$ cat src/hw/rtl/pedestrian_crossing_sequencer_unit_macros.svh
// ----------------------------------------------------------------------------
// Pedestrian crossing sequencer - assertion macros
// Shared concurrent assertion forms, clocked on clk and disabled in reset.
// ----------------------------------------------------------------------------
`ifndef PEDESTRIAN_CROSSING_SEQUENCER_UNIT_MACROS_SVH
`define PEDESTRIAN_CROSSING_SEQUENCER_UNIT_MACROS_SVH

// Same-cycle implication.
`define PCS_ASSERT_NOW(label, ante, cons, msg) \
    label: assert property (@(posedge clk) disable iff (!rst_n) (ante) |-> (cons)) \
        else $error(msg);

// Next-cycle implication.
`define PCS_ASSERT_NEXT(label, ante, cons, msg) \
    label: assert property (@(posedge clk) disable iff (!rst_n) (ante) |=> (cons)) \
        else $error(msg);

`endif

$ cat src/hw/rtl/pcs_pkg.sv
// ----------------------------------------------------------------------------
// Pedestrian crossing sequencer - package
// Phase codes, register indexes, counter width and shared types.
// ----------------------------------------------------------------------------
package pcs_pkg;

    localparam int COUNTER_BITS = 8;
    localparam int LEN_W        = (COUNTER_BITS > 9) ? COUNTER_BITS : 9;
    localparam int NUM_PHASES   = 6;

    localparam logic [COUNTER_BITS-1:0] CNT_MAX = {COUNTER_BITS{1'b1}};

    // Phase codes
    localparam logic [2:0] PH_IDLE  = 3'd0;
    localparam logic [2:0] PH_PRE   = 3'd1;
    localparam logic [2:0] PH_BLINK = 3'd2;
    localparam logic [2:0] PH_CLOSE = 3'd3;
    localparam logic [2:0] PH_HOLD  = 3'd4;
    localparam logic [2:0] PH_OPEN  = 3'd5;

    // Configuration register indexes
    localparam logic [2:0] REG_PRE_DELAY = 3'd0;
    localparam logic [2:0] REG_BLINK     = 3'd1;
    localparam logic [2:0] REG_CLOSE     = 3'd2;
    localparam logic [2:0] REG_HOLD      = 3'd3;
    localparam logic [2:0] REG_OPEN      = 3'd4;

    typedef logic [COUNTER_BITS-1:0] cnt_t;

    // Phase lengths in ticks, already clamped to the counter range
    typedef struct packed {
        cnt_t pre_len;
        cnt_t blink_len;
        cnt_t close_len;
        cnt_t hold_len;
        cnt_t open_len;
    } pcs_len_t;

    typedef struct packed {
        logic       green_lamp;
        logic       orange_lamp;
        logic       red_lamp;
        logic       motor_close;
        logic       motor_open;
        logic [2:0] phase;
    } pcs_result_t;

    function automatic cnt_t clamp_len(input logic [LEN_W-1:0] n);
        cnt_t r;
        if (n > LEN_W'(CNT_MAX))
            r = CNT_MAX;
        else
            r = n[COUNTER_BITS-1:0];
        return r;
    endfunction

endpackage

$ cat src/hw/rtl/pcs_cfg.sv
// ----------------------------------------------------------------------------
// Pedestrian crossing sequencer - configuration registers
// Holds the five phase settings and presents them as clamped tick lengths.
// ----------------------------------------------------------------------------
module pcs_cfg
    import pcs_pkg::*;
(
    input  logic       clk,
    input  logic       rst_n,
    input  logic       cfg_valid,
    input  logic [2:0] cfg_index,
    input  logic [7:0] cfg_data,
    output pcs_len_t   lens
);

    logic [7:0] pre_reg;
    logic [3:0] blink_reg;
    logic [7:0] close_reg;
    logic [7:0] hold_reg;
    logic [7:0] open_reg;

    always_ff @(posedge clk or negedge rst_n)
    begin
        if (!rst_n)
        begin
            pre_reg   <= 8'd5;
            blink_reg <= 4'd5;
            close_reg <= 8'd10;
            hold_reg  <= 8'd15;
            open_reg  <= 8'd10;
        end
        else if (cfg_valid)
        begin
            unique case (cfg_index)
                REG_PRE_DELAY: pre_reg   <= cfg_data;
                REG_BLINK:     blink_reg <= cfg_data[3:0];
                REG_CLOSE:     close_reg <= cfg_data;
                REG_HOLD:      hold_reg  <= cfg_data;
                REG_OPEN:      open_reg  <= cfg_data;
                default:       ;
            endcase
        end
    end

    // Each blink cycle is one tick on and one tick off
    always_comb
    begin
        lens.pre_len   = clamp_len(LEN_W'(pre_reg));
        lens.blink_len = clamp_len(LEN_W'({blink_reg, 1'b0}));
        lens.close_len = clamp_len(LEN_W'(close_reg));
        lens.hold_len  = clamp_len(LEN_W'(hold_reg));
        lens.open_len  = clamp_len(LEN_W'(open_reg));
    end

endmodule

$ cat src/hw/rtl/pcs_core.sv
// ----------------------------------------------------------------------------
// Pedestrian crossing sequencer - phase engine
// Request latch, phase register and tick counter; one update per accepted item.
// ----------------------------------------------------------------------------
`include "pedestrian_crossing_sequencer_unit_macros.svh"

module pcs_core
    import pcs_pkg::*;
(
    input  logic        clk,
    input  logic        rst_n,
    input  logic        in_acc,
    input  logic        button_press,
    input  logic        second_tick,
    input  pcs_len_t    lens,
    output pcs_result_t result
);

    logic [2:0] phase_reg;
    logic [2:0] phase_next;
    cnt_t       cnt_reg;
    cnt_t       cnt_next;
    logic       req_reg;
    logic       req_next;

    logic [2:0] cur_phase;
    cnt_t       cur_cnt;
    cnt_t       dec_cnt;
    cnt_t       cnt_upd;
    logic       do_enter;
    logic [2:0] start_phase;
    logic [2:0] sel_phase;
    cnt_t       sel_len;
    cnt_t       len_arr [0:NUM_PHASES-1];

    assign len_arr[0] = '0;
    assign len_arr[1] = lens.pre_len;
    assign len_arr[2] = lens.blink_len;
    assign len_arr[3] = lens.close_len;
    assign len_arr[4] = lens.hold_len;
    assign len_arr[5] = lens.open_len;

    // Unused codes behave as idle
    assign cur_phase = (phase_reg > PH_OPEN) ? PH_IDLE : phase_reg;
    assign cur_cnt   = (phase_reg > PH_OPEN) ? '0 : cnt_reg;
    assign dec_cnt   = cur_cnt - cnt_t'(1);

    always_comb
    begin
        req_next    = req_reg | button_press;
        do_enter    = 1'b0;
        start_phase = PH_IDLE;
        cnt_upd     = cur_cnt;
        if (cur_phase == PH_IDLE)
        begin
            if (req_next)
            begin
                req_next    = 1'b0;
                do_enter    = 1'b1;
                start_phase = PH_PRE;
            end
        end
        else if (second_tick)
        begin
            cnt_upd = dec_cnt;
            if (dec_cnt == '0)
            begin
                do_enter    = 1'b1;
                start_phase = (cur_phase == PH_OPEN) ? PH_IDLE : cur_phase + 3'd1;
            end
        end
    end

    // First phase from the start point with a non-zero length; none means idle
    always_comb
    begin
        sel_phase = PH_IDLE;
        sel_len   = '0;
        for (int p = NUM_PHASES - 1; p >= 1; p--)
        begin
            if (start_phase != PH_IDLE && 3'(p) >= start_phase && len_arr[p] != '0)
            begin
                sel_phase = 3'(p);
                sel_len   = len_arr[p];
            end
        end
    end

    always_comb
    begin
        phase_next = cur_phase;
        cnt_next   = cnt_upd;
        if (do_enter)
        begin
            phase_next = sel_phase;
            cnt_next   = sel_len;
        end
    end

    always_ff @(posedge clk or negedge rst_n)
    begin
        if (!rst_n)
        begin
            phase_reg <= PH_IDLE;
            cnt_reg   <= '0;
            req_reg   <= 1'b0;
        end
        else if (in_acc)
        begin
            phase_reg <= phase_next;
            cnt_reg   <= cnt_next;
            req_reg   <= req_next;
        end
    end

    // Lamp and motor decode of the post-update state
    always_comb
    begin
        result = '0;
        result.phase = phase_next;
        unique case (phase_next)
            PH_PRE:   result.green_lamp = 1'b1;
            PH_BLINK: result.orange_lamp = ~cnt_next[0];
            PH_CLOSE:
            begin
                result.red_lamp    = 1'b1;
                result.motor_close = 1'b1;
            end
            PH_HOLD:  result.red_lamp = 1'b1;
            PH_OPEN:
            begin
                result.red_lamp   = 1'b1;
                result.motor_open = 1'b1;
            end
            default:  result.green_lamp = 1'b1;
        endcase
    end

    `PCS_ASSERT_NOW(a_phase_legal, 1'b1, phase_reg <= PH_OPEN, "phase register out of range")
    `PCS_ASSERT_NOW(a_busy_count, phase_reg != PH_IDLE, cnt_reg != '0, "active phase with no ticks left")
    `PCS_ASSERT_NEXT(a_hold_state, !in_acc, $stable(phase_reg) && $stable(cnt_reg), "state moved without a request")

endmodule

$ cat src/hw/rtl/pcs_out.sv
// ----------------------------------------------------------------------------
// Pedestrian crossing sequencer - result stage
// Output register with a skid entry so input acceptance survives a stall.
// ----------------------------------------------------------------------------
`include "pedestrian_crossing_sequencer_unit_macros.svh"

module pcs_out
    import pcs_pkg::*;
(
    input  logic        clk,
    input  logic        rst_n,
    input  logic        in_acc,
    input  pcs_result_t result,
    input  logic        out_stall,
    output logic        out_valid,
    output logic        full,
    output pcs_result_t out_data
);

    logic        out_valid_reg;
    logic        skid_valid_reg;
    pcs_result_t out_data_reg;
    pcs_result_t skid_data_reg;
    logic        take;

    assign take      = out_valid_reg & ~out_stall;
    assign out_valid = out_valid_reg;
    assign out_data  = out_data_reg;
    assign full      = skid_valid_reg;

    always_ff @(posedge clk or negedge rst_n)
    begin
        if (!rst_n)
        begin
            out_valid_reg  <= 1'b0;
            skid_valid_reg <= 1'b0;
        end
        else if (skid_valid_reg)
        begin
            // Drain the skid entry into the output register
            if (take)
                skid_valid_reg <= 1'b0;
        end
        else if (in_acc)
        begin
            if (!out_valid_reg || take)
                out_valid_reg <= 1'b1;
            else
                skid_valid_reg <= 1'b1;
        end
        else if (take)
        begin
            out_valid_reg <= 1'b0;
        end
    end

    always_ff @(posedge clk)
    begin
        if (skid_valid_reg)
        begin
            if (take)
                out_data_reg <= skid_data_reg;
        end
        else if (in_acc)
        begin
            if (!out_valid_reg || take)
                out_data_reg <= result;
            else
                skid_data_reg <= result;
        end
    end

    `PCS_ASSERT_NOW(a_skid_behind_out, skid_valid_reg, out_valid_reg, "skid entry ahead of output")
    `PCS_ASSERT_NOW(a_no_accept_full, skid_valid_reg, !in_acc, "request taken with both entries full")
    `PCS_ASSERT_NEXT(a_skid_holds, skid_valid_reg && out_stall, skid_valid_reg && $stable(skid_data_reg), "skid entry lost under stall")

endmodule

$ cat src/hw/rtl/pedestrian_crossing_sequencer_unit.sv
// ----------------------------------------------------------------------------
// Pedestrian crossing sequencer unit - top level
// Lamp and barrier sequencing on button requests and one-second ticks.
// ----------------------------------------------------------------------------
//  channel | handshake          | payload
//  --------+--------------------+-------------------------------------------
//  in      | in_valid/in_stall  | button_press, second_tick
//  out     | out_valid/out_stall| green_lamp, orange_lamp, red_lamp,
//          |                    | motor_close, motor_open, phase
//  cfg     | cfg_valid/cfg_ready| cfg_index, cfg_data
//
//  One request per cycle unless stalled; its result is registered in the output
//  register, or the skid entry on a stall. The phase register and tick counter
//  update in the accepting cycle. Reset gives idle, no pending press, default
//  phase lengths. An output stall fills the output register and then a skid
//  entry; in_stall rises only once both are occupied. cfg_ready is always high.
// ----------------------------------------------------------------------------
module pedestrian_crossing_sequencer_unit
    import pcs_pkg::*;
(
    input  logic       clk,
    input  logic       rst_n,
    input  logic       in_valid,
    output logic       in_stall,
    input  logic       button_press,
    input  logic       second_tick,
    output logic       out_valid,
    input  logic       out_stall,
    output logic       green_lamp,
    output logic       orange_lamp,
    output logic       red_lamp,
    output logic       motor_close,
    output logic       motor_open,
    output logic [2:0] phase,
    input  logic       cfg_valid,
    output logic       cfg_ready,
    input  logic [2:0] cfg_index,
    input  logic [7:0] cfg_data
);

    pcs_len_t    lens;
    pcs_result_t result;
    pcs_result_t out_data;
    logic        in_acc;
    logic        full;

    assign cfg_ready = 1'b1;
    assign in_stall  = full;
    assign in_acc    = in_valid & ~full;

    pcs_cfg u_cfg (
        .clk       (clk),
        .rst_n     (rst_n),
        .cfg_valid (cfg_valid),
        .cfg_index (cfg_index),
        .cfg_data  (cfg_data),
        .lens      (lens)
    );

    pcs_core u_core (
        .clk          (clk),
        .rst_n        (rst_n),
        .in_acc       (in_acc),
        .button_press (button_press),
        .second_tick  (second_tick),
        .lens         (lens),
        .result       (result)
    );

    pcs_out u_out (
        .clk       (clk),
        .rst_n     (rst_n),
        .in_acc    (in_acc),
        .result    (result),
        .out_stall (out_stall),
        .out_valid (out_valid),
        .full      (full),
        .out_data  (out_data)
    );

    assign green_lamp  = out_data.green_lamp;
    assign orange_lamp = out_data.orange_lamp;
    assign red_lamp    = out_data.red_lamp;
    assign motor_close = out_data.motor_close;
    assign motor_open  = out_data.motor_open;
    assign phase       = out_data.phase;

endmodule
$ cat config.mk
export PLATFORM = sky130hd
export DESIGN_NAME = pedestrian_crossing_sequencer_unit
export DESIGN_NICKNAME = d
export VERILOG_FILES = /design/src/hw/rtl/pcs_pkg.sv /design/src/hw/rtl/pcs_cfg.sv /design/src/hw/rtl/pcs_core.sv /design/src/hw/rtl/pcs_out.sv /design/src/hw/rtl/pedestrian_crossing_sequencer_unit.sv
export VERILOG_INCLUDE_DIRS = /design/src /design/src/hw/rtl
export SDC_FILE = /design/constraint.sdc
export NUM_CORES = 1
export LEC_CHECK = 0
export ABC_AREA = 1
export ABC_CLOCK_PERIOD_IN_PS = 3310
export BUFFER_PORTS_ARGS = -buffer_cell sky130_fd_sc_hd__clkbuf_2
export CORE_ASPECT_RATIO = 0.8
export CORE_MARGIN = 4
export CORE_UTILIZATION = 50
export CTS_BUF_LIST = sky130_fd_sc_hd__clkbuf_16
export DETAILED_ROUTE_END_ITERATION = 6
export PLACE_DENSITY = 0.68
export RECOVER_POWER = 25
export SLEW_MARGIN = 20
export SYNTH_ARGS = -nofsm -noshare
export SYNTH_HDL_FRONTEND = slang
export SYNTH_SLANG_ARGS = --single-unit
$ cat constraint.sdc
create_clock -name clk -period 3.31 [get_ports clk]
set_input_delay 0.1655 -clock clk [delete_from_list [all_inputs] [get_ports clk]]
set_output_delay 0.1655 -clock clk [all_outputs]
set_load 0.02 [all_outputs]
==> impl_results.md, run 1 <==
- Run status: finished clean
- Hold Crit Class: in2reg
- Top cells by area, synth: dfrtp_1 26%, nand2_1 17%, edfxtp_1 13%
- Post-synth top cells: 163 x nand2_1, 48 x o21ai_0, 47 x inv_1
- Vias in the first global route: just under 3000
- Num ports: 29
- EDFF count, synth: 16
- Die X: between 100 and 150 µm
- Global-route wire length before repair: between 10 and 15 mm
- CTS clk-pin slew, worst paths: 60 ps
- Final-report hold violation count: 0
- Number of antenna-violating nets in the routed design: 0
- CP startpoint kind: flip-flop
- Initial Util: 52.4%
- Minimum clock period: approximately 3100 ps
- Sequential share of the synthesized area: between 40% and 50%
- Die Y: 84.8 µm
- Yosys top cell by area: dfrtp_1
- Data arrival, critical path: around 3100 ps
- Synth warnings: 0
- Cell with the most instances after synthesis: nand2_1
- Endpoints failing setup: 0
- Tcrit/Tclk final: ~92%
- DRC marker count from the first detailed-route iteration: about 190
- Worst hold stages: 3
- Core Region: between 7000 and 8000 µm²
- Slew HR: between 10% and 20%
- Slack of the worst reg-to-reg path: 260 ps
- Least-Margin Pin Slew: between 1000 and 1500 ps
- Clock Skews: 7.79 ps
- Via density: 5.33
- Crit-path most repeated cell: nand2_2
- Netlist cell types: 35
- Crit path kind: reg2reg
- Largest net degree at the start of global routing: 31
- PortBufs: 27
- Avg Inst Size Synth: 7.70 µm²
- RePlAce Congestion: approximately 0.92
- Mapped Area: about 3700 µm²
- Final Max Slew Viols: 0
- Layout cell share with drive strength beyond 1: between 10% and 20%
- Post-CTS setup buffer count: 0
- Clock Tree Buf Depth: 2
- Max Cap Violations: 0
- Leak: ~0.0021 µW
- DR pass1 iterations: 4
- Gr usage total: around a fifth
- CTS tree: built
- Most used DFF post-synth: dfrtp_1
- Rows: 27
- Fmax: about 330 MHz
- Layout Nets: 531
- Clock Tree Root: clkbuf_16
- Worst path cell trace: nand2_4 > nand2_2 > ha_1 > inv_1 > a21oi_1 > nor2_1 > nand2_1 > nor2_2 > nand2_1 > nor2_2 > nand2_2 > nand3_2 > nand3_2 > nand2_2 > nand2_1 > nand2_2 > nand3_4 > nand2_4 > nand2_4 > nand2_2 > nand2_1
- Min-delay src: out_stall
- FFs w/ async S/R, synth: 75.8%
- Placed wire-length estimate: around 6.3 mm
- H-tree depth: 3
- Die area: between 8000 and 9000 µm²
- P&R area growth vs syn: 16.1%
- Synth Instances: approximately 480
- Slowest cell delay on critical path: between 400 and 500 ps
- Peak supply drop: roughly 0.67 mV
- CTS Sinks: between 60 and 70
- DR vias: around 3200
- Cell Pwr Density: roughly 1100 nW/µm²
- Total power: ~4800 µW
- Synthesis-stage register bit count: between 60 and 70
- GRT Residual Overflow: 0
- Unrepaired setup endpoints after global routing: false
- Antenna cell count: 0
- Critical path data required time: between 3000 and 4000 ps
- CTS buffer count: 9
- Syn nets: ~500
- End of the worst hold path: u_out.out_valid
- Clk Latency, worst-skew pair: between 300 and 400 ps
- CP Capture Type: flip-flop
- Initial antenna violation count: 0
- Worst r2r dst: u_out.out_data[5]
- Total Wirelength: around 8.7 mm
- Depth of the worst register-to-register path: 21
- DRC viols: 0
- Total negative setup slack: 0 ps
- Crit-path max FO: 18
- Worst path slowest cell: dfrtp_2
- Worst R2R Start: u_core.phase_reg[1]
- Share of the synthesized area in the top cell type: between 20% and 30%
- Drt wl/cell: ~14 µm
[how the worst max path moves through the flow]
stage                        start                 to  slack, ps  cells after the start
3_3_place_gp   u_core.phase_reg[1]  u_out.out_data[5]        340                     21
3_5_place_dp   u_core.phase_reg[1]  u_out.out_data[5]        260                     21
6_report       u_core.phase_reg[1]  u_out.out_data[5]        260                     21
4_1_cts        u_core.phase_reg[1]  u_out.out_data[5]        250                     21
2_1_floorplan  u_core.phase_reg[1]  u_out.out_data[5]        600                     22
5_1_grt        u_core.phase_reg[1]  u_out.out_data[5]          8                     21
[critical path: cells and delay by family (launching register included)]
kind | cells | cell delay, ps
AO/OA/AOI/OAI | 1 | 50
adder cells (fa/ha/maj) | 1 | 250
flip-flops | 1 | 450
buffers and inverters | 1 | 110
AND/OR/NAND/NOR | 18 | 1940
[final cells by class]
class / instances / area [µm²]
fill: 639 / 2750
sequential: 66 / 1750
multi-input combinational: 350 / 1700
clock buffer: 9 / 225
inverter: 50 / 188
timing repair buffer: 34 / 184
clock inverter: 7 / 119
tap: 87 / 109
[cell families (layout without fill, tap and decap cells)]
| kind of cell | after synthesis | count (layout) | share of synthesized area (%) |
|---|---|---|---|
| other cells | 1 | 1 | 0.102 |
| compound gates | 82 | 82 | 12.5 |
| fa+ha+maj | 2 | 2 | 0.679 |
| buf+inv | 62 | 100 | 6.63 |
| flops | 66 | 66 | 47.4 |
| xor+xnor | 3 | 3 | 0.714 |
| simple gates | 262 | 262 | 31.9 |
[through the flow]
step           std cells  hold WS (ps)  utilization [%]  cell area [µm²]  worst slack (ps)
2_1_floorplan        478          -130                -             3680               603
3_3_place_gp         586           186             55.7             3920               336
3_5_place_dp         586           203             55.7             3920               258
4_1_cts              603           105             60.8             4270               247
5_1_grt              603           127             60.9             4280              7.68
6_report             603           109             60.9             4280               259
[cell usage in the layout (no fill, tap or decap), types with 3 or more instances in the layout]
master,Yosys,layout
bufinv_16,0,3
nand3_4,2,3
inv_2,3,3
clkbuf_1,10,5
dfstp_2,12,11
o21ai_1,7,7
nor2_2,6,5
nand4_1,7,7
o21ai_2,3,3
a21oi_1,16,16
clkbuf_16,0,9
nand2_4,3,3
nor4_1,8,8
nand3_1,24,24
edfxtp_1,16,16
nor2_1,35,35
o21ai_0,48,48
dfrtp_1,38,37
nand3_2,5,4
nand2_2,6,6
a31oi_1,3,3
buf_4,1,6
nand2_1,163,163
clkbuf_2,0,22
inv_1,47,48
[metal layers]
metal / GRT usage [%] / vias up / wire length [µm]
met3: 4.69 / 10 / 414
met1: 31.8 / 1501 / 4440
met2: 29.1 / 71 / 3750
met4: 6.04 / 0 / 121
met5: 0 / - / 0
li1: - / 1629 / -
[power breakdown]
part	internal (µW)	switching [µW]	total, µW	leakage, µW
clock	735	358	1090	0.000167
sequential	1180	208	1390	0.000751
combinational	765	1570	2330	0.00118
[timing repair]
| item | CTS | global route |
|---|---|---|
| endpoints found under the hold margin | 20 | 0 |
| hold buffers | 1 | 0 |
| setup endpoints to repair | 0 | 6 |
| gates resized for setup | 0 | 3 |
No activity file was read; power rests on OpenSTA's default activity.
==> inputs of run 2 (changes only) <==
--- a/config.mk
+++ b/config.mk
@@ -9,12 +9,14 @@
 export ABC_AREA = 1
 export ABC_CLOCK_PERIOD_IN_PS = 3310
 export BUFFER_PORTS_ARGS = -buffer_cell sky130_fd_sc_hd__clkbuf_2
+export CELL_PAD_IN_SITES_DETAIL_PLACEMENT = 0
+export CELL_PAD_IN_SITES_GLOBAL_PLACEMENT = 1
 export CORE_ASPECT_RATIO = 0.8
 export CORE_MARGIN = 4
-export CORE_UTILIZATION = 50
+export CORE_UTILIZATION = 44
 export CTS_BUF_LIST = sky130_fd_sc_hd__clkbuf_16
 export DETAILED_ROUTE_END_ITERATION = 6
-export PLACE_DENSITY = 0.68
+export PLACE_DENSITY_LB_ADDON = 0.1
 export RECOVER_POWER = 25
 export SLEW_MARGIN = 20
 export SYNTH_ARGS = -nofsm -noshare
==> run 2 against run 1 <==
Register-to-register slack better by 20 ps. Critical path depth unchanged. Global-route usage down 1.2 points. Non-clock buffer count up 3. Flip-flop and latch count unchanged.
==> impl_results.md, run 2 (same netlist as run 1, synthesis figures left out) <==
- Endpoints failing setup: 0
- Crit-path max FO: 18
- DR vias: roughly 3200
- Worst hold stages: 3
- CTS buffer count: 9
- RePlAce Congestion: between 0.8 and 0.9
- Clock Tree Root: clkbuf_16
- Cell Pwr Density: approximately 1100 nW/µm²
- Placed Cells: just over 600
- Final Max Slew Viols: 0
- Least-Margin Pin Slew: ~1200 ps
- Worst hold margin: 107 ps
- CP top delay family: simple AND/OR/NAND/NOR gates
- Peak supply drop: roughly 0.54 mV
- Max Cap Violations: 0
- Antenna cell count: 0
- Slew HR: around 22%
- Critical path buffers and inverters: 2
- Hold Crit Class: in2reg
- Commonest cells after routing, fill and taps aside: 163 x nand2_1, 48 x o21ai_0, 47 x inv_1
- Vias in the first global route: 3040
- CTS clk-pin slew, worst paths: approximately 60 ps
- Data arrival, critical path: ~3100 ps
- Clock Tree Buf Depth: 2
- Run status: finished clean
- Via density: 5.03
- Met2 wire length: ~3.8 mm
- Commonest non-fill, non-tap cell in the layout: nand2_1
- Crit-path most repeated cell: nand2_1
- Critical path depth: 21
- CTS tree: built
- Die X: between 100 and 150 µm
- Placed wire-length estimate: roughly 6.7 mm
- Rows: 29
- Final-report hold violation count: 0
- Depth of the worst register-to-register path: 21
- Die area: around 9900 µm²
- Layout cell share with drive strength beyond 1: between 10% and 20%
- Layout Nets: 534
- Leak: ~0.0021 µW
- Total Wirelength: 9.00 mm
- Die Y: roughly 90 µm
- Crit path kind: reg2reg
- Largest net degree at the start of global routing: 33
- Critical path data required time: about 3400 ps
- Worst path slowest cell: dfrtp_2
- Minimum clock period: 3030 ps
- Clock Skews: about 9 ps
- Finished Layout Cells: 627
- M1 WL: approximately 4.6 mm
- Num ports: 29
- Slowest cell delay on critical path: 450 ps
- DRC viols: 0
- CTS Sinks: between 60 and 70
- DRC marker count from the first detailed-route iteration: 196
- Total negative setup slack: 0 ps
- Global-route wire length before repair: 15.1 mm
- Initial antenna violation count: 0
- Drt wl/cell: approximately 14 µm
- Top Layer Used: met4
- DR pass1 iterations: 4
- DR WL met3: 437 µm
- Gr usage total: around a fifth
- Number of antenna-violating nets in the routed design: 0
- CP Capture Type: flip-flop
- PortBufs: 27
- CP startpoint kind: flip-flop
- GRT Residual Overflow: 0
- Unrepaired setup endpoints after global routing: false
- Fmax: ~330 MHz
- Clk Latency, worst-skew pair: roughly 330 ps
- Initial Util: 45.7%
- Tcrit/Tclk final: 91.7%
- Worst path cell trace: nand2_4 > nand2_2 > ha_1 > inv_1 > a21oi_1 > nor2_1 > nand2_1 > nor2_2 > nand2_1 > nor2_2 > nand2_1 > nand2_1 > nand2_1 > nor2_4 > nor2_4 > nand3_1 > o21ai_2 > inv_2 > nand2_4 > nand2_2 > nand2_1
- H-tree depth: 3
- P&R area growth vs syn: 15.9%
- Core Region: 8060 µm²
run 2: worst paths after layout:
check                                     from                  to  slack (ps)
setup / recovery           u_core.phase_reg[1]   u_out.out_data[5]         280
max in group asynchronous                rst_n    u_cfg.pre_reg[2]        1660
setup reg to reg           u_core.phase_reg[1]   u_out.out_data[5]         280
hold / removal                       out_stall          u_out.full         110
min in group asynchronous                rst_n  u_cfg.close_reg[6]         590
hold reg to reg                 u_core.req_reg      u_core.req_reg         490
run 2: report_power, final:
group	internal [µW]	leakage, µW	switching, µW
Combinational	797	0.00120	1590
Sequential	1180	0.000751	205
Clock	580	0.000141	360
run 2: layout make-up:
class	count	area [µm²]
inverter	50	188
clock buffer	9	225
clock inverter	7	67.6
timing repair buffer	37	205
fill	804	3790
sequential	66	1750
tap	108	135
multi-input combinational	350	1700
run 2: worst reg2reg max path: stages (launching register included):
cell     delay [ps]
dfrtp_2         450
nand2_4         190
nand2_2         130
ha_1            250
inv_1           110
a21oi_1          50
nor2_1          110
nand2_1          70
nor2_2          120
nand2_1          80
nor2_2          170
nand2_1         110
nand2_1         140
nand2_1         100
nor2_4          180
nor2_4           70
nand3_1          90
o21ai_2         130
inv_2           110
nand2_4          50
nand2_2          40
nand2_1          40
run 2: what timing repair did:
action                     4_1_cts  5_1_grt
setup endpoints to repair        0        6
hold buffers                     1        0
setup buffers                    0        0
hold endpoints to repair        18        0
gates resized for setup          0        3
run 2: layer usage:
layer,GRT usage (%),vias to the layer above
met3,4.01,12
met1,29.9,1458
met2,27.5,58
met5,0,-
li1,-,1628
met4,6.15,0
run 2: stage by stage:
| stage | total power [µW] | area [µm²] | setup slack [ps] | util (%) |
|---|---|---|---|---|
| after CTS | 4720 | 4270 | 202 | 53.0 |
| after detailed placement | 3760 | 3960 | 206 | 49.2 |
| final | 4710 | 4270 | 276 | 53.0 |
| after global placement | 3750 | 3960 | 297 | 49.2 |
| after global routing | 5140 | 4270 | 9.74 | 53.0 |
| after floorplan | 3110 | 3680 | 603 | - |
